--- src/sv/bvs_pkg.sv ---
// ----------------------------------------------------------------------------
// bvs_pkg
// Types and constants shared by the bit vector store and its parts.
// ----------------------------------------------------------------------------
package bvs_pkg;

    // field widths
    localparam int OPCODE_W = 3;
    localparam int INDEX_W  = 10;
    localparam int LENGTH_W = 11;
    localparam int CAP_W    = 11;

    // capacity register after reset
    localparam logic [CAP_W-1:0] CAP_RESET = 11'd1024;

    // opcodes
    localparam logic [OPCODE_W-1:0] OP_APPEND = 3'd0;
    localparam logic [OPCODE_W-1:0] OP_SET    = 3'd1;
    localparam logic [OPCODE_W-1:0] OP_GET    = 3'd2;
    localparam logic [OPCODE_W-1:0] OP_REMOVE = 3'd3;
    localparam logic [OPCODE_W-1:0] OP_CLEAR  = 3'd4;

    // status codes
    localparam logic ST_OK  = 1'b0;
    localparam logic ST_ERR = 1'b1;

    // input beat
    typedef struct packed {
        logic [OPCODE_W-1:0] opcode;
        logic [INDEX_W-1:0]  index;
        logic                bit_value;
    } t_in_item;

    // output beat
    typedef struct packed {
        logic                status;
        logic                read_bit;
        logic [LENGTH_W-1:0] current_length;
    } t_out_item;

    // sequencer states
    typedef enum logic [1:0] {
        ST_IDLE,
        ST_EXEC,
        ST_SHIFT,
        ST_RESP
    } t_state;

endpackage

--- src/sv/bvs_ram.sv ---
// ----------------------------------------------------------------------------
// bvs_ram
// Generic simple dual-port RAM: one write port, one read port, registered read.
// ----------------------------------------------------------------------------
module bvs_ram #(
    parameter int WIDTH = 1,
    parameter int DEPTH = 1024
) (
    input  logic                     i_clk,
    input  logic                     i_we,
    input  logic [$clog2(DEPTH)-1:0] i_waddr,
    input  logic [WIDTH-1:0]         i_wdata,
    input  logic                     i_re,
    input  logic [$clog2(DEPTH)-1:0] i_raddr,
    output logic [WIDTH-1:0]         o_rdata
);

    logic [WIDTH-1:0] r_mem [DEPTH];
    logic [WIDTH-1:0] r_rdata;

    // write port
    always_ff @(posedge i_clk) begin
        if (i_we) begin
            r_mem[i_waddr] <= i_wdata;
        end
    end

    // registered read port
    always_ff @(posedge i_clk) begin
        if (i_re) begin
            r_rdata <= r_mem[i_raddr];
        end
    end

    assign o_rdata = r_rdata;

endmodule

--- src/sv/bit_vector_store_top.sv ---
// ----------------------------------------------------------------------------
// bit_vector_store_top
// Variable-length bit vector in a 1-bit RAM with a length count and a
// capacity register. Append, set, get, remove and clear, one result each.
// ----------------------------------------------------------------------------
//
//   channel  | direction | handshake               | payload
//   ---------+-----------+-------------------------+----------------------
//   in       | in        | i_in_valid / o_in_ready | i_in_data  (t_in_item)
//   out      | out       | o_out_valid/i_out_ready | o_out_data (t_out_item)
//   cfg      | in        | i_cfg_we (no wait)      | i_cfg_data (capacity)
//
// Append, set, get, clear and failing ops are accepted (RAM read issued),
// then executed with the result loaded into the output register.
// Remove is accepted, executed, then shifts each later bit down one place:
// one RAM read and one delayed write per later bit, plus a final drain step.
// Synchronous active-low reset clears length and handshake state, loads CAP_RESET.
// A result that finds the output register full waits and stalls the input.
// ----------------------------------------------------------------------------
module bit_vector_store_top
    import bvs_pkg::*;
#(
    parameter int MAX_BITS = 1024
) (
    input  logic             i_clk,
    input  logic             i_rst_n,
    input  logic             i_in_valid,
    output logic             o_in_ready,
    input  t_in_item         i_in_data,
    output logic             o_out_valid,
    input  logic             i_out_ready,
    output t_out_item        o_out_data,
    input  logic             i_cfg_we,
    input  logic [CAP_W-1:0] i_cfg_data
);

    localparam int AW   = $clog2(MAX_BITS);
    localparam int LW   = $clog2(MAX_BITS + 1);
    localparam int CMPW = (LW > LENGTH_W) ? LW : LENGTH_W;
    localparam logic [CMPW-1:0] MAX_C = CMPW'(MAX_BITS);

    // state and registers
    t_state              r_state, n_state;
    logic [LW-1:0]       r_len, n_len;
    logic [CAP_W-1:0]    r_cap;
    logic [OPCODE_W-1:0] r_op;
    logic [INDEX_W-1:0]  r_idx;
    logic                r_val;
    logic [LW-1:0]       r_ptr, n_ptr;
    logic                r_wr_pend, n_wr_pend;
    logic [AW-1:0]       r_wr_addr, n_wr_addr;
    t_out_item           r_res, n_res;
    t_out_item           r_out;
    logic                r_out_valid;

    // RAM controls
    logic          w_we, w_re;
    logic [AW-1:0] w_waddr, w_raddr;
    logic          w_wdata, w_rdata;

    // decode
    logic            w_accept, w_slot_free;
    logic [CMPW-1:0] w_len_ext, w_idx_ext, w_cap_ext, w_in_idx_ext, w_ptr_ext;
    logic [LW-1:0]   w_ptr_dec;
    logic            w_idx_ok, w_app_ok, w_go_shift, w_ptr_in, w_shift_done, w_fin;

    assign o_in_ready   = (r_state == ST_IDLE);
    assign w_accept     = i_in_valid && o_in_ready;
    assign w_slot_free  = !r_out_valid || i_out_ready;

    assign w_len_ext    = CMPW'(r_len);
    assign w_idx_ext    = CMPW'(r_idx);
    assign w_cap_ext    = CMPW'(r_cap);
    assign w_in_idx_ext = CMPW'(i_in_data.index);
    assign w_ptr_ext    = w_idx_ext + CMPW'(1);
    assign w_ptr_dec    = r_ptr - LW'(1);

    assign w_idx_ok     = (w_idx_ext < w_len_ext) && (w_idx_ext < MAX_C);
    assign w_app_ok     = (w_len_ext < w_cap_ext) && (w_len_ext < MAX_C);
    assign w_go_shift   = (r_op == OP_REMOVE) && w_idx_ok;
    assign w_ptr_in     = (r_ptr < r_len);
    assign w_shift_done = !w_ptr_in && !r_wr_pend;
    assign w_fin        = ((r_state == ST_EXEC) && !w_go_shift) ||
                          ((r_state == ST_SHIFT) && w_shift_done);

    // next state
    always_comb begin
        n_state = r_state;
        case (r_state)
            ST_IDLE: begin
                if (w_accept) begin
                    n_state = ST_EXEC;
                end
            end
            ST_EXEC: begin
                if (w_go_shift) begin
                    n_state = ST_SHIFT;
                end else begin
                    n_state = w_slot_free ? ST_IDLE : ST_RESP;
                end
            end
            ST_SHIFT: begin
                if (w_shift_done) begin
                    n_state = w_slot_free ? ST_IDLE : ST_RESP;
                end
            end
            ST_RESP: begin
                if (w_slot_free) begin
                    n_state = ST_IDLE;
                end
            end
            default: begin
                n_state = ST_IDLE;
            end
        endcase
    end

    // datapath and RAM controls
    always_comb begin
        w_we      = 1'b0;
        w_re      = 1'b0;
        w_waddr   = r_wr_addr;
        w_wdata   = w_rdata;
        w_raddr   = w_in_idx_ext[AW-1:0];
        n_len     = r_len;
        n_ptr     = r_ptr;
        n_wr_pend = 1'b0;
        n_wr_addr = r_wr_addr;
        n_res     = r_res;
        case (r_state)
            ST_IDLE: begin
                // early read for get
                w_re = w_accept;
            end
            ST_EXEC: begin
                n_res.status   = ST_ERR;
                n_res.read_bit = 1'b0;
                n_ptr          = w_ptr_ext[LW-1:0];
                case (r_op)
                    OP_APPEND: begin
                        if (w_app_ok) begin
                            w_we           = 1'b1;
                            w_waddr        = w_len_ext[AW-1:0];
                            w_wdata        = r_val;
                            n_len          = r_len + LW'(1);
                            n_res.status   = ST_OK;
                        end
                    end
                    OP_SET: begin
                        if (w_idx_ok) begin
                            w_we           = 1'b1;
                            w_waddr        = w_idx_ext[AW-1:0];
                            w_wdata        = r_val;
                            n_res.status   = ST_OK;
                        end
                    end
                    OP_GET: begin
                        if (w_idx_ok) begin
                            n_res.read_bit = w_rdata;
                            n_res.status   = ST_OK;
                        end
                    end
                    OP_REMOVE: begin
                        // handled by the shift loop when in range
                    end
                    OP_CLEAR: begin
                        n_len          = '0;
                        n_res.status   = ST_OK;
                    end
                    default: begin
                    end
                endcase
            end
            ST_SHIFT: begin
                // read bit at ptr, write it one place down next cycle
                w_re      = w_ptr_in;
                w_raddr   = r_ptr[AW-1:0];
                w_we      = r_wr_pend;
                w_waddr   = r_wr_addr;
                w_wdata   = w_rdata;
                n_wr_pend = w_ptr_in;
                n_wr_addr = w_ptr_dec[AW-1:0];
                n_ptr     = r_ptr + LW'(1);
                if (w_shift_done) begin
                    n_len          = r_len - LW'(1);
                    n_res.status   = ST_OK;
                    n_res.read_bit = 1'b0;
                end
            end
            ST_RESP: begin
            end
            default: begin
            end
        endcase
        n_res.current_length = LENGTH_W'(n_len);
    end

    // bit store
    bvs_ram #(
        .WIDTH(1),
        .DEPTH(MAX_BITS)
    ) u_ram (
        .i_clk  (i_clk),
        .i_we   (w_we),
        .i_waddr(w_waddr),
        .i_wdata(w_wdata),
        .i_re   (w_re),
        .i_raddr(w_raddr),
        .o_rdata(w_rdata)
    );

    // control registers
    always_ff @(posedge i_clk) begin
        if (!i_rst_n) begin
            r_state     <= ST_IDLE;
            r_len       <= '0;
            r_cap       <= CAP_RESET;
            r_wr_pend   <= 1'b0;
            r_out_valid <= 1'b0;
        end else begin
            r_state   <= n_state;
            r_len     <= n_len;
            r_wr_pend <= n_wr_pend;
            if (i_cfg_we) begin
                r_cap <= i_cfg_data;
            end
            if ((w_fin || (r_state == ST_RESP)) && w_slot_free) begin
                r_out_valid <= 1'b1;
            end else if (i_out_ready) begin
                r_out_valid <= 1'b0;
            end
        end
    end

    // payload registers
    always_ff @(posedge i_clk) begin
        if (w_accept) begin
            r_op  <= i_in_data.opcode;
            r_idx <= i_in_data.index;
            r_val <= i_in_data.bit_value;
        end
        r_ptr     <= n_ptr;
        r_wr_addr <= n_wr_addr;
        if (w_fin) begin
            r_res <= n_res;
        end
        if (w_fin && w_slot_free) begin
            r_out <= n_res;
        end else if ((r_state == ST_RESP) && w_slot_free) begin
            r_out <= r_res;
        end
    end

    assign o_out_valid = r_out_valid;
    assign o_out_data  = r_out;

endmodule
--- config.mk ---
export PLATFORM = sky130hd
export DESIGN_NAME = bit_vector_store_top
export DESIGN_NICKNAME = d
export VERILOG_FILES = /design/src/sv/bvs_pkg.sv /design/src/sv/bvs_ram.sv /design/src/sv/bit_vector_store_top.sv
export SDC_FILE = /design/constraint.sdc
export NUM_CORES = 2
export LEC_CHECK = 0
export CORE_MARGIN = 1.5
export CORE_UTILIZATION = 62
export DETAILED_ROUTE_END_ITERATION = 8
export DONT_BUFFER_PORTS = 1
export GPL_TIMING_DRIVEN = 0
export PLACE_DENSITY = 0.89
export REMOVE_ABC_BUFFERS = 1
export SYNTH_ARGS = -nofsm -noshare
export SYNTH_HDL_FRONTEND = slang
export SYNTH_HIERARCHICAL = 1
export SYNTH_SLANG_ARGS = --single-unit
--- constraint.sdc ---
create_clock -name i_clk -period 38 [get_ports i_clk]
set_input_delay 1.9 -clock i_clk [delete_from_list [all_inputs] [get_ports i_clk]]
set_output_delay 1.9 -clock i_clk [all_outputs]
set_load 0.05 [all_outputs]
### Yosys cells after proc, flatten, opt, wreduce, memory -nomap -nowiden

Memories as Yosys holds them, arrays and structs flattened. A register that Yosys moved wholly into a read port is not among the register bits.
Cells that the tools add are included.

| cells by class | value |
|---|---|
| multiplexer cells | 38 |
| equal/unequal tests | 10 |
| $add $sub $neg | 5 |
| reductions and logical operators | 24 |
| $lt $le $gt $ge | 5 |

Operators by type and width:

| operator | count |
|---|---|
| $pmux 11 s2 | 3 |
| $mux 10 | 4 |
| $mux 13 | 2 |
| $add 11x1->11 const B | 2 |
| $lt 11x11->1 | 2 |
| $mux 11 | 2 |
| $pmux 10 s2 | 1 |
| $mux 2 | 7 |
| $mux 1 | 12 |
| $add 10x1->11 const B | 1 |
| $lt 10x11->1 | 1 |
| $lt 10x11->1 const B | 1 |
| $lt 11x11->1 const B | 1 |
| $sub 11x1->11 const B | 1 |
| $logic_and 1x1->1 | 10 |
| $sub 10x1->10 const B | 1 |
| $pmux 1 s2 | 4 |
| $pmux 2 s4 | 1 |
| $eq 3x2->1 const B | 2 |
| $reduce_bool 2->1 | 3 |
| $eq 2x2->1 const B | 2 |
| $logic_not 1->1 | 4 |
| $ne 2x2->1 const B | 2 |
| $pmux 1 s4 | 1 |
| 10 further kinds | 12 |

| word-level totals | value |
|---|---|
| memories | 1 |
| output and inout bits | 15 |
| bits of input ports | 30 |
| flip-flop bits (word level) | 87 |
| bits in writable memories | 1024 |

Memory list:

| name | depth | bits a word | read ports | clocked after Yosys merged registers in | wr ports | line | source |
|---|---|---|---|---|---|---|---|
| u_ram.r_mem | 1024 | 1 | 1 | 1 | 1 | bvs_ram.sv:18 | `logic [WIDTH-1:0] r_mem [DEPTH];` |

### Longest topological paths before layout

| logic depth | value |
|---|---|
| word-level depth | 9 |
| mapped depth | 22 |
| mapped depth without buffers | 13 |

### By module

Netlist, hierarchy kept.

Modules (own cells, without submodules):

| module | cells each | times used | area each (µm²) |
|---|---|---|---|
| bvs_ram | 3112 | 1 | 44666.6 |
| bit_vector_store_top | 563 | 1 | 5520.3 |

### Worst setup path after synthesis

Ideal clock, no wire load.

| path | value |
|---|---|
| path type | register to register |
| from | register r_len[2] |
| to | memory u_ram.r_mem[0] (data pin) |
| required time | 35.143 ns |
| arrival | 14.839 ns |
| stages on the path, launching flop included | 12 |
| setup slack | 20.304 ns |
| path buffers | 2 |
| path through | dfxtp_1 clkbuf_1 inv_1 ha_1 nand2_1 o21ai_0 a221oi_1 a21oi_1 nor3_2 nor2_1 clkbuf_1 a22o_1 |

| between the ends | value |
|---|---|
| word-level cells in the longest chain between the ends | 5 |

RTL lines:

| what | line | source |
|---|---|---|
| from (decl) | bit_vector_store_top.sv:44 | `logic [LW-1:0] r_len, n_len;` |
| from (signal assigned) | bit_vector_store_top.sv:222 | `r_len <= n_len;` |
| $lt 10x11->1 / $lt 11x11->1 (equally long branches) | bit_vector_store_top.sv:78, bit_vector_store_top.sv:79 |  |
| $logic_and 1x1->1 (on tied branches) | bit_vector_store_top.sv:78, bit_vector_store_top.sv:79 |  |
| $mux 1 (on tied branches) | bit_vector_store_top.sv:150, bit_vector_store_top.sv:141 |  |
| $pmux 1 s2 (*) | bit_vector_store_top.sv:139 | `case (r_op)` |
| $mux 1 (*) | bit_vector_store_top.sv:130 | `case (r_state)` |
| via w_wdata | bit_vector_store_top.sv:59 | `logic w_wdata, w_rdata;` |
| to (decl) | bvs_ram.sv:18 |  |

The timed path passes the listed nets; every way through them passes the cells marked *.

### Worst setup path after layout

| path | value |
|---|---|
| from | register r_len[4] |
| to | memory u_ram.r_mem[165] (enable) |

RTL lines:

| what | line | source |
|---|---|---|
| $lt 10x11->1 / $lt 11x11->1 (equally long branches) | bit_vector_store_top.sv:78, bit_vector_store_top.sv:79 |  |
| $logic_and 1x1->1 (on tied branches) | bit_vector_store_top.sv:78, bit_vector_store_top.sv:79 |  |
| $mux 10 (on tied branches) | bit_vector_store_top.sv:150, bit_vector_store_top.sv:141 |  |
| $pmux 10 s2 (*) | bit_vector_store_top.sv:139 |  |
| $mux 10 (*) | bit_vector_store_top.sv:130 |  |
| via w_waddr[1] | bit_vector_store_top.sv:58 | `logic [AW-1:0] w_waddr, w_raddr;` |

Marked as above.

==> out/qor.txt <==
Status: complete, but fails checks
Failing checks: max-capacitance violations, max-slew violations
R2R Setup Slk: 30.96 ns
Clk network pwr share: 40.0%
Max FO, Critical Path: 16
Largest net degree at the start of global routing: 124
Post-synthesis mux area share: 12.9%
Combined flip-flop and latch cell area: 33100 um2
Layout cells sized above 1: 14.0%
WP data arrival: 7.42 ns
R2R Path End: u_ram/r_mem[165]
Internal: 2.03 mW
Top Ports: 45
Inst Count DP: 4480
Crit. End Element: flop
DP Wirelength: 80400 um
Rel. slew slack: -3.08%
Initial antenna violation count: 6
Sequential fraction of the synthesis area: 66.0%
Largest family of logic cells by synthesized area: multiplexers
Most frequent cells in the layout: edfxtp_1 (1086), nor2_1 (1059), mux4_2 (200)
# H-tree levels: 3
All-Layer GR Usage: 35.3%
Residual DRC: 0
Total CTS buffers: 105
Clk Tree Root Cell: clkbuf_16
Async set or reset register ratio after synthesis: 0%
GPL Wtd Cong: 0.894
Synth unique cells: 84
Required time of the critical path: 38.38 ns
Post-Syn Instances: 3675
Core outline area: 80300 um2
Lkg Pwr: 16.8 nW
Sw Pwr: 608 uW
CTS tree: done
Port bufs: 0
Hold buffers post-CTS: 0
Final period utilization: 18.5%
Worst Setup Start Kind: flop
Fmax: 142 MHz
Avg Cell Area, Syn: 13.7 um2
Synthesis Warnings: 6
Layout net count: 3595
R2R cell count: 13
XOR/XNOR share of the synthesized area: 0.332%
Area of the die: 82700 um2
Sw Share: 23.0%
Synth Area in Compound Gates: 4.34%
Synth Area in Adders: 0.922%
RSZ-0062 raised after global routing: false
Post-Syn Area: 50200 um2
Synth top area cells: edfxtp_1 (65%), mux4_2 (9.0%), nor2_1 (7.9%)
Final setup viols: 0
Commonest non-fill, non-tap cell in the layout: edfxtp_1
PwrDens: 47.8 nW/um2
Post-Route WL: 146000 um
Grt ovf: 0
Clock Sinks: 1112
Worst Hold Class: flop to flop
Post-DR wirelength/cell: 31.2 um
Routed vias: 34100
Power, Total: 2.64 mW
Die Wd: 288 um
CTS Buffer Depth: 3
DR vias/cell: 7.26
Ys flop type: edfxtp_1
Std-Cell Rows: 104
Worst Tran Pin Value: 1.55 ns
Yosys top cell by area: edfxtp_1
Number of flops mapped to enable cells by yosys: 1086
Routed Antenna Nets: 0
Worst-Skew Late Latency: 0.71 ns
Peak VDD IR: 0.0429 mV
Worst hold slack: 0.512 ns
Vias in the first global route: 33500
Area fraction of the dominant cell type after synthesis: 65.0%
Die Ht: 288 um
Layout area overhead: 10.0%
Layout Cells excl Fill: 4690
Slew Viols, Final: 44
Worst clock skew: 0.0337 ns
Initial DRC count: 6570
Setup crit end: u_ram/r_mem[165]
Global-route wire length before repair: 212000 um
Combinational share of power: 7.1%
Setup CP Type: flop to flop
Maxcap violations: 2
FF-to-FF Start: r_len[4]
Flop pwr share: 53.0%
Pre-Repair DR Iteration Count: 9
Post-CTS Resized: 0
Crit path from: r_len[4]
Setup repair bufs after CTS: 0
Area of the multi-input gates: 15500 um2
Util after Layout: 68.8%
Simple logic cell fraction of the synthesized area: 11.9%
Filler instances: 4488
Crit path time final: 7.04 ns
Synth Register Bits: 1112
Starting Density: 62.5%
Hold Fails Final Rpt: 0
Clock-pin slew on the worst setup and hold paths: 0.07 ns
## kinds of logic after synthesis
logic type      Yosys count
fa+ha+maj                37
buf+inv                 381
mux                     373
simple gates           1445
xor+xnor                 19
compound gates          308
flops                  1112
## routing by layer
layer / wire (um) / GRT usage (%) / part of all wire [%] / vias to the layer above
met4: 12400 / 25.4 / 8.4 / 6
met5: 37 / 0 / 0.025 / -
met3: 22400 / 11.3 / 15 / 948
met2: 68200 / 55.7 / 47 / 3514
met1: 43300 / 41.1 / 30 / 16300
li1: - / - / - / 13300
## flip-flops by register name, indices dropped and copies added, names as in the netlist, 3 cells and up
name and flops:
r_wr_addr 10, r_len 11, r_res 13, r_cap 11, o_out_data 13, u_ram/r_mem 1024
r_ptr 11, r_op 3, r_idx 10
## stage by stage
step                      TNS (ns)  setup slack, ns  area, um2
after floorplan              -3.32            -3.32      48600
after global placement      -20.03           -20.03      49900
after detailed placement         0            30.83      51800
after CTS                        0            30.78      55200
after global routing             0            30.87      55200
final                            0            30.96      55200
## worst max-delay path, cell delays in order (launching register included)
cell and delay [ns]:
dfxtp_1 0.66, inv_1 0.27, ha_1 0.37, nand2_1 0.11
nor3_1 0.07, a221oi_1 0.41, a21oi_1 0.22, nor3_2 0.64
nor2_1 0.46, a221o_1 0.63, nor2b_1 1.14, nand3_2 1.06
buf_16 0.48, nor2_1 0.20
## how the worst min path moves through the flow
stage                   start  cells past startpoint  slack [ns]         to
finish               r_cap[0]                      2        0.51   r_cap[0]
global route         r_cap[4]                      2        0.55   r_cap[4]
CTS                  r_cap[1]                      2        0.52   r_cap[1]
detailed placement   r_cap[0]                      2        0.51   r_cap[0]
global placement    r_cap[10]                      2        0.48  r_cap[10]
floorplan           r_cap[10]                      2        0.46  r_cap[10]
## Yosys cell counts, types with 5 or more instances
cell type	instances
a2111oi_0	9
a211oi_1	18
a21o_1	8
a21oi_1	63
a221o_1	11
a22o_1	8
a22oi_1	17
a31oi_1	7
and2_1	17
and3_1	8
buf_1	59
buf_2	22
buf_4	14
buf_6	20
clkbuf_1	203
dfxtp_1	26
edfxtp_1	1086
ha_1	37
inv_1	49
mux2_2	14
mux2i_1	140
mux4_1	14
mux4_2	200
nand2_1	130
nand2b_1	16
nand3_1	57
nand4_1	15
nor2_1	1060
nor2b_1	30
nor3_1	60
nor3b_1	9
nor4_1	11
o211ai_1	6
o21ai_0	30
o21ai_1	7
o221ai_1	50
o22ai_1	34
or3_1	5
xnor2_1	8
xor2_1	11
## cell type report
type                       count  share of cell area [%]
inverter                      53                   0.365
clock buffer                 119                    4.93
clock inverter                77                    1.22
multi-input combinational   2182                    28.2
antenna                       13                  0.0589
timing repair buffer          74                    2.87
tap                         1060                    2.40
sequential                  1112                    60.0
## power by group through the flow
stage	sequential, mW	combinational (mW)	clock (mW)
2_1_floorplan	1.47	0.187	0
3_3_place_gp	1.51	0.270	0
3_5_place_dp	1.42	0.175	0
4_1_cts	1.40	0.180	1.05
5_1_grt	1.40	0.193	1.09
6_report	1.40	0.187	1.05
Power figures use the tool's default switching activity.
